===== src/sv/udpf_pkg.sv =====
// Package for the UDP/IPv4 frame builder: constants, descriptor and register types,
// and the small byte-selection and decimal helpers. Depends on nothing.
package udpf_pkg;

   localparam int CSR_ADDR_W = 4;
   localparam int CSR_DATA_W = 64;

   localparam logic REG_SOURCE_MAC = 1'b0;
   localparam logic REG_SOURCE_IP  = 1'b1;

   localparam logic [47:0] SOURCE_MAC_RESET = 48'h761C_A1A2_1B41;
   localparam logic [31:0] SOURCE_IP_RESET  = 32'h0A00_0011;

   localparam logic [15:0] ETHER_TYPE_IPV4 = 16'h0800;
   localparam logic [7:0]  IP_VER_IHL      = 8'h45;
   localparam logic [7:0]  IP_PROTO_UDP    = 8'd17;
   localparam logic [7:0]  ASCII_ZERO      = 8'h30;
   // Fixed header words 0x4500, id 0x0001 and ttl/protocol 0x0011 summed together.
   localparam logic [18:0] CSUM_FIXED      = 19'h0_4512;
   localparam logic [7:0]  TOT_LEN_SHORT   = 8'd29;
   localparam logic [7:0]  UDP_LEN_SHORT   = 8'd9;

   localparam int QUEUE_DEPTH = 2;

   typedef struct packed {
      logic [47:0] source_mac;
      logic [31:0] source_ip;
   } csr_regs_type;

   typedef struct packed {
      logic [47:0] dest_mac;
      logic [31:0] dest_ip;
      logic [15:0] udp_port;
      logic [15:0] checksum;
      logic [7:0]  digit_first;
      logic [7:0]  digit_second;
      logic        short_frame;
   } frame_desc_type;

   function automatic logic [7:0] mac_byte(input logic [47:0] mac, input logic [2:0] k);
      logic [7:0] b;
      case (k)
         3'd0:    b = mac[47:40];
         3'd1:    b = mac[39:32];
         3'd2:    b = mac[31:24];
         3'd3:    b = mac[23:16];
         3'd4:    b = mac[15:8];
         default: b = mac[7:0];
      endcase
      return b;
   endfunction

   function automatic logic [7:0] ip_byte(input logic [31:0] ip, input logic [1:0] k);
      logic [7:0] b;
      case (k)
         2'd0:    b = ip[31:24];
         2'd1:    b = ip[23:16];
         2'd2:    b = ip[15:8];
         default: b = ip[7:0];
      endcase
      return b;
   endfunction

   function automatic logic [2:0] decimal_tens(input logic [5:0] v);
      logic [2:0] t;
      if (v >= 6'd60)      t = 3'd6;
      else if (v >= 6'd50) t = 3'd5;
      else if (v >= 6'd40) t = 3'd4;
      else if (v >= 6'd30) t = 3'd3;
      else if (v >= 6'd20) t = 3'd2;
      else if (v >= 6'd10) t = 3'd1;
      else                 t = 3'd0;
      return t;
   endfunction

endpackage


===== src/sv/udpf_ifs.sv =====
// Request and response channel interfaces of the UDP/IPv4 frame builder.
// Valid/ready handshake; no dependencies.
interface udpf_req_if;
   logic        valid;
   logic        ready;
   logic [47:0] dest_mac;
   logic [31:0] dest_ip;
   logic [15:0] udp_port;
   logic [5:0]  seq_number;

   modport source (output valid, dest_mac, dest_ip, udp_port, seq_number, input ready);
   modport sink   (input valid, dest_mac, dest_ip, udp_port, seq_number, output ready);
endinterface

interface udpf_rsp_if;
   logic       valid;
   logic       ready;
   logic [7:0] frame_byte;
   logic       frame_last;

   modport source (output valid, frame_byte, frame_last, input ready);
   modport sink   (input valid, frame_byte, frame_last, output ready);
endinterface


===== src/sv/udp_ipv4_frame_builder.sv =====
// Top level of the UDP/IPv4 frame builder: configuration registers, front end,
// descriptor queue and byte-serial back end. Depends on udpf_pkg and udpf_ifs.
//
// Each request on req_bus (destination MAC, destination IPv4 address, UDP port and
// sequence number) becomes one Ethernet/IPv4/UDP frame on rsp_bus, one byte per
// response, in wire order, with frame_last set on the final payload byte.
// A frame is 43 bytes when the sequence number is below ten and 44 bytes otherwise.
// A frame's first byte passes the front-end register, a queue entry, the back end's
// cur_ff and the response register. The back end sends one byte per cycle while
// rsp_bus is not stalled, and the next frame follows without a gap; the byte walk
// of the back end sets this rate. The front end and a two-entry queue accept up to
// three further requests while a frame is being sent. The source MAC and source
// IPv4 address are written over the csr_ port at byte addresses 0 and 8; the user
// must write them only while no frame is in progress, which the block does not
// enforce. Reset clears the front end, the queue and the response stage, and restores
// the default source addresses. When the receiver holds rsp_ready low, the current
// byte is held and the back end, then the queue, then req_ready stall in turn.
module udp_ipv4_frame_builder
   import udpf_pkg::*;
(
   input  logic                  clock,
   input  logic                  reset,
   udpf_req_if.sink              req_bus,
   udpf_rsp_if.source            rsp_bus,
   input  logic                  csr_psel,
   input  logic                  csr_penable,
   input  logic                  csr_pwrite,
   input  logic [CSR_ADDR_W-1:0] csr_paddr,
   input  logic [CSR_DATA_W-1:0] csr_pwdata,
   output logic [CSR_DATA_W-1:0] csr_prdata,
   output logic                  csr_pready
);

   csr_regs_type   regs;
   logic           front_valid;
   logic           front_ready;
   frame_desc_type front_desc;
   logic           queue_valid;
   logic           queue_ready;
   frame_desc_type queue_desc;

   udpf_csr u_csr (
      .clock       (clock),
      .reset       (reset),
      .csr_psel    (csr_psel),
      .csr_penable (csr_penable),
      .csr_pwrite  (csr_pwrite),
      .csr_paddr   (csr_paddr),
      .csr_pwdata  (csr_pwdata),
      .csr_prdata  (csr_prdata),
      .csr_pready  (csr_pready),
      .regs        (regs)
   );

   udpf_front u_front (
      .clock      (clock),
      .reset      (reset),
      .req_bus    (req_bus),
      .source_ip  (regs.source_ip),
      .desc_valid (front_valid),
      .desc_ready (front_ready),
      .desc       (front_desc)
   );

   udpf_queue u_queue (
      .clock     (clock),
      .reset     (reset),
      .in_valid  (front_valid),
      .in_ready  (front_ready),
      .in_desc   (front_desc),
      .out_valid (queue_valid),
      .out_ready (queue_ready),
      .out_desc  (queue_desc)
   );

   udpf_back u_back (
      .clock      (clock),
      .reset      (reset),
      .desc_valid (queue_valid),
      .desc_ready (queue_ready),
      .desc       (queue_desc),
      .regs       (regs),
      .rsp_bus    (rsp_bus)
   );

endmodule


===== src/sv/udpf_csr.sv =====
// Configuration registers of the frame builder behind an APB-style write/read port.
// Depends on udpf_pkg.
module udpf_csr
   import udpf_pkg::*;
(
   input  logic                  clock,
   input  logic                  reset,
   input  logic                  csr_psel,
   input  logic                  csr_penable,
   input  logic                  csr_pwrite,
   input  logic [CSR_ADDR_W-1:0] csr_paddr,
   input  logic [CSR_DATA_W-1:0] csr_pwdata,
   output logic [CSR_DATA_W-1:0] csr_prdata,
   output logic                  csr_pready,
   output csr_regs_type          regs
);

   logic [47:0] source_mac_ff;
   logic [31:0] source_ip_ff;
   logic        wr_en;
   logic        reg_sel;

   assign csr_pready = 1'b1;
   assign wr_en      = csr_psel && csr_penable && csr_pwrite && csr_pready;
   assign reg_sel    = csr_paddr[3];

   always_ff @(posedge clock) begin
      if (reset) begin
         source_mac_ff <= SOURCE_MAC_RESET;
         source_ip_ff  <= SOURCE_IP_RESET;
      end else if (wr_en) begin
         if (reg_sel == REG_SOURCE_MAC) begin
            source_mac_ff <= csr_pwdata[47:0];
         end else begin
            source_ip_ff <= csr_pwdata[31:0];
         end
      end
   end

   always_comb begin
      if (reg_sel == REG_SOURCE_MAC) begin
         csr_prdata = {16'd0, source_mac_ff};
      end else begin
         csr_prdata = {32'd0, source_ip_ff};
      end
   end

   assign regs.source_mac = source_mac_ff;
   assign regs.source_ip  = source_ip_ff;

endmodule


===== src/sv/udpf_front.sv =====
// Front end of the frame builder: accepts a request, works out the IPv4 header checksum
// and the ASCII digits, and registers a frame descriptor. Uses udpf_pkg and udpf_ifs.
module udpf_front
   import udpf_pkg::*;
(
   input  logic           clock,
   input  logic           reset,
   udpf_req_if.sink       req_bus,
   input  logic [31:0]    source_ip,
   output logic           desc_valid,
   input  logic           desc_ready,
   output frame_desc_type desc
);

   logic           valid_ff;
   logic           valid_in;
   frame_desc_type desc_ff;
   frame_desc_type desc_in;
   logic           take;
   logic           short_frame;
   logic [2:0]     tens;
   logic [5:0]     ones;
   logic [18:0]    sum;
   logic [16:0]    fold1;
   logic [15:0]    fold2;

   assign req_bus.ready = !valid_ff || desc_ready;
   assign take          = req_bus.valid && req_bus.ready;

   always_comb begin
      short_frame = req_bus.seq_number < 6'd10;
      tens        = decimal_tens(req_bus.seq_number);
      ones        = req_bus.seq_number - 6'(6'(tens) * 6'd10);
      sum = CSUM_FIXED + 19'(short_frame ? TOT_LEN_SHORT : TOT_LEN_SHORT + 8'd1)
          + 19'(source_ip[31:16]) + 19'(source_ip[15:0])
          + 19'(req_bus.dest_ip[31:16]) + 19'(req_bus.dest_ip[15:0]);
      fold1 = 17'(sum[18:16]) + 17'(sum[15:0]);
      fold2 = fold1[15:0] + 16'(fold1[16]);

      desc_in.dest_mac     = req_bus.dest_mac;
      desc_in.dest_ip      = req_bus.dest_ip;
      desc_in.udp_port     = req_bus.udp_port;
      desc_in.checksum     = ~fold2;
      desc_in.short_frame  = short_frame;
      desc_in.digit_first  = short_frame ? ASCII_ZERO + 8'(ones) : ASCII_ZERO + 8'(tens);
      desc_in.digit_second = ASCII_ZERO + 8'(ones);
   end

   always_comb begin
      if (take) begin
         valid_in = 1'b1;
      end else if (desc_ready) begin
         valid_in = 1'b0;
      end else begin
         valid_in = valid_ff;
      end
   end

   always_ff @(posedge clock) begin
      if (reset) begin
         valid_ff <= 1'b0;
      end else begin
         valid_ff <= valid_in;
      end
   end

   always_ff @(posedge clock) begin
      if (take) begin
         desc_ff <= desc_in;
      end
   end

   assign desc_valid = valid_ff;
   assign desc       = desc_ff;

endmodule


===== src/sv/udpf_queue.sv =====
// Two-entry descriptor queue between the front and back ends of the frame builder.
// Depends on udpf_pkg.
module udpf_queue
   import udpf_pkg::*;
(
   input  logic           clock,
   input  logic           reset,
   input  logic           in_valid,
   output logic           in_ready,
   input  frame_desc_type in_desc,
   output logic           out_valid,
   input  logic           out_ready,
   output frame_desc_type out_desc
);

   localparam int PTR_W = $clog2(QUEUE_DEPTH);
   localparam int CNT_W = $clog2(QUEUE_DEPTH + 1);

   frame_desc_type        mem [QUEUE_DEPTH];
   logic [PTR_W-1:0]      wr_ptr_ff;
   logic [PTR_W-1:0]      wr_ptr_in;
   logic [PTR_W-1:0]      rd_ptr_ff;
   logic [PTR_W-1:0]      rd_ptr_in;
   logic [CNT_W-1:0]      count_ff;
   logic [CNT_W-1:0]      count_in;
   logic                  push;
   logic                  pop;

   assign in_ready  = count_ff != CNT_W'(QUEUE_DEPTH);
   assign out_valid = count_ff != '0;
   assign push      = in_valid && in_ready;
   assign pop       = out_valid && out_ready;
   assign out_desc  = mem[rd_ptr_ff];

   always_comb begin
      wr_ptr_in = wr_ptr_ff;
      rd_ptr_in = rd_ptr_ff;
      count_in  = count_ff;
      if (push) begin
         wr_ptr_in = (wr_ptr_ff == PTR_W'(QUEUE_DEPTH - 1)) ? '0 : wr_ptr_ff + 1'b1;
      end
      if (pop) begin
         rd_ptr_in = (rd_ptr_ff == PTR_W'(QUEUE_DEPTH - 1)) ? '0 : rd_ptr_ff + 1'b1;
      end
      if (push && !pop) begin
         count_in = count_ff + 1'b1;
      end else if (pop && !push) begin
         count_in = count_ff - 1'b1;
      end
   end

   always_ff @(posedge clock) begin
      if (reset) begin
         wr_ptr_ff <= '0;
         rd_ptr_ff <= '0;
         count_ff  <= '0;
      end else begin
         wr_ptr_ff <= wr_ptr_in;
         rd_ptr_ff <= rd_ptr_in;
         count_ff  <= count_in;
      end
   end

   always_ff @(posedge clock) begin
      if (push) begin
         mem[wr_ptr_ff] <= in_desc;
      end
   end

endmodule


===== src/sv/udpf_back.sv =====
// Back end of the frame builder: walks a descriptor byte by byte in wire order into a
// registered response stage. Depends on udpf_pkg and udpf_ifs.
module udpf_back
   import udpf_pkg::*;
(
   input  logic           clock,
   input  logic           reset,
   input  logic           desc_valid,
   output logic           desc_ready,
   input  frame_desc_type desc,
   input  csr_regs_type   regs,
   udpf_rsp_if.source     rsp_bus
);

   frame_desc_type cur_ff;
   logic           active_ff;
   logic           active_in;
   logic [5:0]     idx_ff;
   logic [5:0]     idx_in;
   logic           out_valid_ff;
   logic           out_valid_in;
   logic [7:0]     out_byte_ff;
   logic           out_last_ff;
   logic           advance;
   logic           emit;
   logic           is_last;
   logic           load;
   logic [7:0]     sel_byte;
   logic [5:0]     off_smac;
   logic [5:0]     off_sip;
   logic [5:0]     off_dip;
   logic [7:0]     len_low;

   assign advance    = !out_valid_ff || rsp_bus.ready;
   assign emit       = active_ff && advance;
   assign is_last    = cur_ff.short_frame ? (idx_ff == 6'd42) : (idx_ff == 6'd43);
   assign load       = !active_ff || (emit && is_last);
   assign desc_ready = load;

   assign off_smac = idx_ff - 6'd6;
   assign off_sip  = idx_ff - 6'd26;
   assign off_dip  = idx_ff - 6'd30;

   always_comb begin
      len_low = cur_ff.short_frame ? UDP_LEN_SHORT : UDP_LEN_SHORT + 8'd1;
      case (idx_ff) inside
         [6'd0:6'd5]:   sel_byte = mac_byte(cur_ff.dest_mac, idx_ff[2:0]);
         [6'd6:6'd11]:  sel_byte = mac_byte(regs.source_mac, off_smac[2:0]);
         6'd12:         sel_byte = ETHER_TYPE_IPV4[15:8];
         6'd13:         sel_byte = ETHER_TYPE_IPV4[7:0];
         6'd14:         sel_byte = IP_VER_IHL;
         6'd17: begin
            sel_byte = cur_ff.short_frame ? TOT_LEN_SHORT : TOT_LEN_SHORT + 8'd1;
         end
         6'd19:         sel_byte = 8'd1;
         6'd23:         sel_byte = IP_PROTO_UDP;
         6'd24:         sel_byte = cur_ff.checksum[15:8];
         6'd25:         sel_byte = cur_ff.checksum[7:0];
         [6'd26:6'd29]: sel_byte = ip_byte(regs.source_ip, off_sip[1:0]);
         [6'd30:6'd33]: sel_byte = ip_byte(cur_ff.dest_ip, off_dip[1:0]);
         6'd34, 6'd36:  sel_byte = cur_ff.udp_port[15:8];
         6'd35, 6'd37:  sel_byte = cur_ff.udp_port[7:0];
         6'd39:         sel_byte = len_low;
         6'd42:         sel_byte = cur_ff.digit_first;
         6'd43:         sel_byte = cur_ff.digit_second;
         default:       sel_byte = 8'd0;
      endcase
   end

   always_comb begin
      active_in = active_ff;
      idx_in    = idx_ff;
      if (load) begin
         active_in = desc_valid;
         idx_in    = '0;
      end else if (emit) begin
         idx_in = idx_ff + 6'd1;
      end
      if (emit) begin
         out_valid_in = 1'b1;
      end else if (rsp_bus.ready) begin
         out_valid_in = 1'b0;
      end else begin
         out_valid_in = out_valid_ff;
      end
   end

   always_ff @(posedge clock) begin
      if (reset) begin
         active_ff    <= 1'b0;
         idx_ff       <= '0;
         out_valid_ff <= 1'b0;
      end else begin
         active_ff    <= active_in;
         idx_ff       <= idx_in;
         out_valid_ff <= out_valid_in;
      end
   end

   always_ff @(posedge clock) begin
      if (load && desc_valid) begin
         cur_ff <= desc;
      end
      if (emit) begin
         out_byte_ff <= sel_byte;
         out_last_ff <= is_last;
      end
   end

   assign rsp_bus.valid      = out_valid_ff;
   assign rsp_bus.frame_byte = out_byte_ff;
   assign rsp_bus.frame_last = out_last_ff;

endmodule


===== src/flat_wrapper.sv =====
// flat-port wrapper written by rule: the top's interface ports become plain ports
module udp_ipv4_frame_builder_flat import udpf_pkg::*;
  (clock, reset, csr_psel, csr_penable, csr_pwrite, csr_paddr, csr_pwdata, csr_prdata, csr_pready, req_bus_valid, req_bus_dest_mac, req_bus_dest_ip, req_bus_udp_port, req_bus_seq_number, req_bus_ready, rsp_bus_valid, rsp_bus_frame_byte, rsp_bus_frame_last, rsp_bus_ready);
  udpf_req_if req_bus_i ();
  udpf_rsp_if rsp_bus_i ();
  input  logic clock;
  input  logic reset;
  input  logic csr_psel;
  input  logic csr_penable;
  input  logic csr_pwrite;
  input  logic [CSR_ADDR_W-1:0] csr_paddr;
  input  logic [CSR_DATA_W-1:0] csr_pwdata;
  output logic [CSR_DATA_W-1:0] csr_prdata;
  output logic csr_pready;
  input wire logic [$bits(req_bus_i.valid)-1:0] req_bus_valid;
  input wire logic [$bits(req_bus_i.dest_mac)-1:0] req_bus_dest_mac;
  input wire logic [$bits(req_bus_i.dest_ip)-1:0] req_bus_dest_ip;
  input wire logic [$bits(req_bus_i.udp_port)-1:0] req_bus_udp_port;
  input wire logic [$bits(req_bus_i.seq_number)-1:0] req_bus_seq_number;
  output wire logic [$bits(req_bus_i.ready)-1:0] req_bus_ready;
  output wire logic [$bits(rsp_bus_i.valid)-1:0] rsp_bus_valid;
  output wire logic [$bits(rsp_bus_i.frame_byte)-1:0] rsp_bus_frame_byte;
  output wire logic [$bits(rsp_bus_i.frame_last)-1:0] rsp_bus_frame_last;
  input wire logic [$bits(rsp_bus_i.ready)-1:0] rsp_bus_ready;
  assign req_bus_i.valid = req_bus_valid;
  assign req_bus_i.dest_mac = req_bus_dest_mac;
  assign req_bus_i.dest_ip = req_bus_dest_ip;
  assign req_bus_i.udp_port = req_bus_udp_port;
  assign req_bus_i.seq_number = req_bus_seq_number;
  assign req_bus_ready = req_bus_i.ready;
  assign rsp_bus_valid = rsp_bus_i.valid;
  assign rsp_bus_frame_byte = rsp_bus_i.frame_byte;
  assign rsp_bus_frame_last = rsp_bus_i.frame_last;
  assign rsp_bus_i.ready = rsp_bus_ready;
  udp_ipv4_frame_builder u_core (.clock(clock), .reset(reset), .req_bus(req_bus_i), .rsp_bus(rsp_bus_i), .csr_psel(csr_psel), .csr_penable(csr_penable), .csr_pwrite(csr_pwrite), .csr_paddr(csr_paddr), .csr_pwdata(csr_pwdata), .csr_prdata(csr_prdata), .csr_pready(csr_pready));
endmodule

===== config.mk =====
export PLATFORM = sky130hd
export DESIGN_NAME = udp_ipv4_frame_builder_flat
export DESIGN_NICKNAME = d
export VERILOG_FILES = /design/src/sv/udpf_pkg.sv /design/src/sv/udpf_ifs.sv /design/src/sv/udp_ipv4_frame_builder.sv /design/src/sv/udpf_csr.sv /design/src/sv/udpf_front.sv /design/src/sv/udpf_queue.sv /design/src/sv/udpf_back.sv /design/src/flat_wrapper.sv
export SDC_FILE = /design/constraint.sdc
export NUM_CORES = 1
export LEC_CHECK = 0
export BUFFER_PORTS_ARGS = -buffer_cell sky130_fd_sc_hd__buf_2
export CAP_MARGIN = 20
export CORE_ASPECT_RATIO = 2
export CORE_MARGIN = 1
export CORE_UTILIZATION = 50
export DETAILED_ROUTE_END_ITERATION = 12
export PLACE_DENSITY = 0.74
export SYNTH_ARGS = -nofsm -noshare
export SYNTH_HDL_FRONTEND = slang
export SYNTH_SLANG_ARGS = --single-unit

===== constraint.sdc =====
create_clock -name clock -period 8.7 [get_ports clock]
set_clock_uncertainty 0.2 [all_clocks]
set_input_delay 1.74 -clock clock [delete_from_list [all_inputs] [get_ports clock]]
set_output_delay 1.74 -clock clock [all_outputs]
set_load 0.03 [all_outputs]

After elaboration in Yosys (flattened, before gate mapping). Memory sizes are Yosys's and may differ from the RTL's. A register that Yosys moved wholly into a read port is not among the register bits. Index checks and enable logic that the tools add are counted.

Bits in registers: 231. Bits in latches: 0. Bits in writable memories: 258. Memory bits (read-only): 0. Output and inout bits: 76. Logic and storage cells: 160. Memories kept: 1.

$add $sub $neg: 18. $mul: 1. Div/mod/pow operators: 0. Order comparisons: 15. Equal/unequal tests: 28. Shift operators: 0. Mux-type cells: 43. Bitwise logic cells: 2. Reduce and logical (&&, ||, !) cells: 34.

Memories: u_core.u_queue.mem (depth 2, width 129, read ports 1, clocked after memory_dff 1, wr ports 1, RTL line udpf_queue.sv:19) `frame_desc_type mem [QUEUE_DEPTH];`.

Operators by type and width (count): 8-bit two-way mux (18); 8-bit case mux with 5 select lines (2); 48-bit two-way mux (1); 8-bit case mux with 3 select lines (2); 6-bit == test, second input constant (7); 6-bit by 5-bit == test with 1-bit output, second input constant (5); 6-bit by 5-bit >= comparator with 1-bit output, second input constant (4); 18-bit by 16-bit adder with 19-bit output (1); 19-bit by 16-bit adder with 19-bit output (1); 17-bit by 16-bit adder with 18-bit output (1); 6-bit by 4-bit == test with 1-bit output, second input constant (3); 6-bit >= comparator, second input constant (3); 16-bit by 16-bit adder with 17-bit output (1); 3-bit by 16-bit adder with 17-bit output (1); 15-bit by 5-bit adder with 16-bit output, first input constant (1); 16-bit by 1-bit adder with 16-bit output (1); 16-bit inverter (1); 2-bit two-way mux (7); 1-bit logical AND (13); 3-bit by 2-bit == test with 1-bit output, second input constant (4); 1-bit two-way mux (10); 3-bit two-way mux (3); 2-bit nonzero test (4); 6-bit by 3-bit adder with 7-bit output, first input constant (1); other kinds (29) (46).

Depth between registers and ports, before layout.
Depth after elaboration: 18. Mapped depth: 38. Depth with buffers taken out: 38.

Cells and area by module. From an unflattened synthesis, not the netlist that was laid out.

Cell total of the unflattened synthesis: 1888. Area, all modules: 27256.1 sq um.

By module, submodules not included: udpf_queue (times used 1, cells an instance 425, area each 9566.7 sq um); udpf_front (times used 1, cells an instance 531, area each 6956.7 sq um); udpf_back (times used 1, cells an instance 530, area each 6791.5 sq um); udpf_csr (times used 1, cells an instance 402, area each 3941.3 sq um).

Least setup slack after synthesis. No wires, ideal clock.

Path kind: input to register. Start: input req_bus_seq_number[2]. End: register u_core.u_front.desc_ff, in the netlist u_core.u_front.desc[31], data pin. Setup time: 146 ps. Data arrival time: 8488 ps. Required time: 8354 ps. Path slack: -134 ps. Stages: 38. Buffers on the path: 0. Cell sequence: inv_1 -> nand2_1 -> a211o_1 -> xnor2_1 -> ha_1 -> a21o_1 -> fa_1 -> inv_1 -> fa_1 -> inv_1 -> ha_1 -> inv_1 -> fa_1 -> nor2b_1 -> o221ai_1 -> a21oi_1 -> o21a_1 -> o41ai_1 -> [... 2 more ...] -> nand2b_1 -> xnor2_1 -> fa_1 -> nor2b_1 -> o21a_1 -> nand4_1 -> nand2b_1 -> nor3_1 -> ha_1 -> ha_1 -> nand2_1 -> nor3_1 -> nand3_1 -> a21oi_1 -> nand3_1 -> nor2_1 -> a311oi_2 -> a21oi_1.

RTL lines: from (decl) (RTL line flat_wrapper.sv:19) `input wire logic [$bits(req_bus_i.seq_number)-1:0] req_bus_seq_number;`; to (signal assigned) (RTL line udpf_front.sv:69) `desc_ff <= desc_in;`; to (decl) (RTL line udpf_front.sv:17) `frame_desc_type desc_ff;`.

==> results.cfg <==
[synth]
yosys_warnings = 0
ys_seq_area_share_pct = 66.7
async_flop_share_pct = 0
synthCells = 1847
yosysTopAreaCell = edfxtp_1
synth_area_leaders = edfxtp_1 (60%), dfxtp_1 (7.1%), mux2_2 (7.0%)
synth-main-ff-cell = edfxtp_1
synth_area_um2 = 26100
syn_area_per_cell_um2 = 14.1
ys_types = 76
synth-edff-count = 517
yosysMostFrequentCell = edfxtp_1
synth_seq_cells = 610
yosysTopAreaCellShare_pct = 59.6
synth_commonest_cells = edfxtp_1 (517), nand2_1 (208), mux2_2 (161), a21oi_1 (97), dfxtp_1 (93)

[sta]
slew_headroom_pct = 28.2
slew_viol_final = 0
finalHoldViolCount = 0
clock.fmax_ghz = 0.119
period_needed_ns = 8.43
worstMarginPinSlew_ns = 1.08
setup_viol = 0
period_share_pct = 96.9

[drt]
vias = 16100
drc = 0
wl_per_cell_um = 23.3
drtIter0Drc = 1613
viasPerCell = 5.74
routed_wl_mm = 65.3
ant_nets = 0
drt_pre_antenna_iters = 7

[placement]
io_buffers = 216
hpwl_mm = 46.9
place_congestion = 0.903

[die]
die_area_um2 = 53100
core.rowCount = 118
initial_core_util_pct = 50.4
die_x_um = 163
coreArea_um2 = 51700
ioPinCount = 253
fp.dieH_um = 325

[worst_setup_path]
cpMostUsedCell = inv_1
start_kind = primary input
cp_slowest_stage_delay_ns = 0.49
cp.required_ns = 8.89
critical_path_class = primary input to flop
crit_fanout = 6
cp.arrival_ns = 8.62
cpLargestDelayFamily = compound AO/OA/AOI/OAI gates
cp-end-kind = flop
path_buf_inv = 6
cp_slowest_cell = fa_1

[cts]
clockBufferDepth = 3
cts_sinks = 610
hold_buffers = 0
cts_buffers = 50
tritoncts = built
clock_latency_ns = 0.62
htreeDepth = 2
cts-root-buf = clkbuf_16
clkTransAtPathRegs_ns = 0.07

[power]
leakage_nw = 11.0
design_power_total_mw = 8.06
power_density_nw_per_um2 = 269
irDropWorstVdd_uv = 194

[hold_path]
hp-class = flop to flop

[cells_and_area]
fin_nets = 2365
area_delta_synth_final_pct = 14.8
drive_gt1_share_pct = 26.8
final_util_pct = 57.9

[global_route]
grt_use_total_pct = 24.7
grt.overflow.total = 0
antenna_found_initial = 5
grt_pass1_vias = 16500
grt_pass1_wl_mm = 96.3
grt_max_degree = 89

[run_status]
status = finished, final reports clean

[flow_run]
maxCapViolations = 0
==> placed cells by master (no fill, tap or decap), types with 50 or more instances in the layout <==
master     count
edfxtp_1     517
nor2_1        70
mux2_2       161
dfxtp_1       92
buf_4         72
ha_1          50
buf_2        217
clkbuf_16     50
a21oi_1       94
nand2_1      207
inv_1         71
==> logic make-up (layout without fill, tap and decap cells) <==
logic type,count (synthesis),count (layout),synth area share (%)
AND/OR/NAND/NOR,439,439,8.00
multiplexers,167,167,7.19
adder cells (fa/ha/maj),89,89,5.27
XOR/XNOR,48,48,1.67
other,2,21,0.0288
AO/OA/AOI/OAI,311,311,8.23
flip-flops,610,610,66.7
buffers and inverters,181,457,2.89
==> through the flow <==
step                hold slack [ns]  TNS [ns]  area, um2  instances  setup slack [ns]
detailed placement            0.229     -4.15      28100       2699            -0.643
global placement              0.223     -2.33      28100       2699            -0.429
floorplan                     0.221         0      26100       1862            0.0222
CTS                           0.227         0      29700       2789            0.0654
global route                  0.241  -0.00616      29900       2801          -0.00616
finish                        0.226         0      29900       2802             0.269
==> report_power, final <==
group | total (mW) | internal (mW) | switching, mW
combinational | 1.80 | 0.704 | 1.09
sequential | 4.04 | 3.82 | 0.226
clock | 2.22 | 1.19 | 1.03
==> flip-flops by register name, summed over array words and instances, names as in the netlist <==
register / cells
u_core.u_back.idx_ff: 6
u_core.u_csr.source_ip_ff: 32
u_core.u_back.active_ff: 1
u_core.u_queue.count_ff: 2
u_core.u_back.rsp_bus.valid: 1
u_core.u_csr.source_mac_ff: 48
u_core.u_back.rsp_bus.frame_byte: 8
u_core.u_back.rsp_bus.frame_last: 1
u_core.u_queue.mem: 254
u_core.u_queue.wr_ptr_ff: 1
u_core.u_queue.rd_ptr_ff: 1
u_core.u_front.desc_valid: 1
u_core.u_front.desc: 127
u_core.u_back.cur_ff: 127
==> path summary, 6_finish.rpt <==
path                            cells past startpoint                         to                         start  slack (ns)
worst max-delay path                               38    u_core.u_front.desc[32]         req_bus_seq_number[2]        0.27
worst min-delay path                                0  u_core.u_queue.mem[0][70]       u_core.u_front.desc[71]        0.23
worst max register to register                     28    u_core.u_front.desc[32]  u_core.u_csr.source_ip_ff[4]        1.36
worst min register to register                      0  u_core.u_queue.mem[0][70]       u_core.u_front.desc[71]        0.23
==> area by class of cell <==
cell class | count | area [um2]
well taps | 660 | 826
inverters | 76 | 288
diodes | 4 | 10.0
clock inverters | 30 | 332
fillers | 4072 | 21700
flip-flops and latches | 610 | 17400
repair buffers | 291 | 1670
multi-input cells | 1071 | 8120
clock buffers | 60 | 1290
==> what timing repair did <==
action	4_1_cts	5_1_grt
setup endpoints to repair	3	8
pin swaps	0	17
gates resized for setup	2	26
setup buffers	0	6
==> metal layers <==
metal	track usage, %	routed length (um)	vias to the layer above	part of all wire (%)
met5	0	17	-	0.026
met4	18.2	5210	2	8.0
met3	3.86	3520	198	5.4
met2	44.7	34600	639	53
met1	25.0	21900	7888	34
li1	-	-	7369	-
No activity file was read; power rests on OpenSTA's default activity.
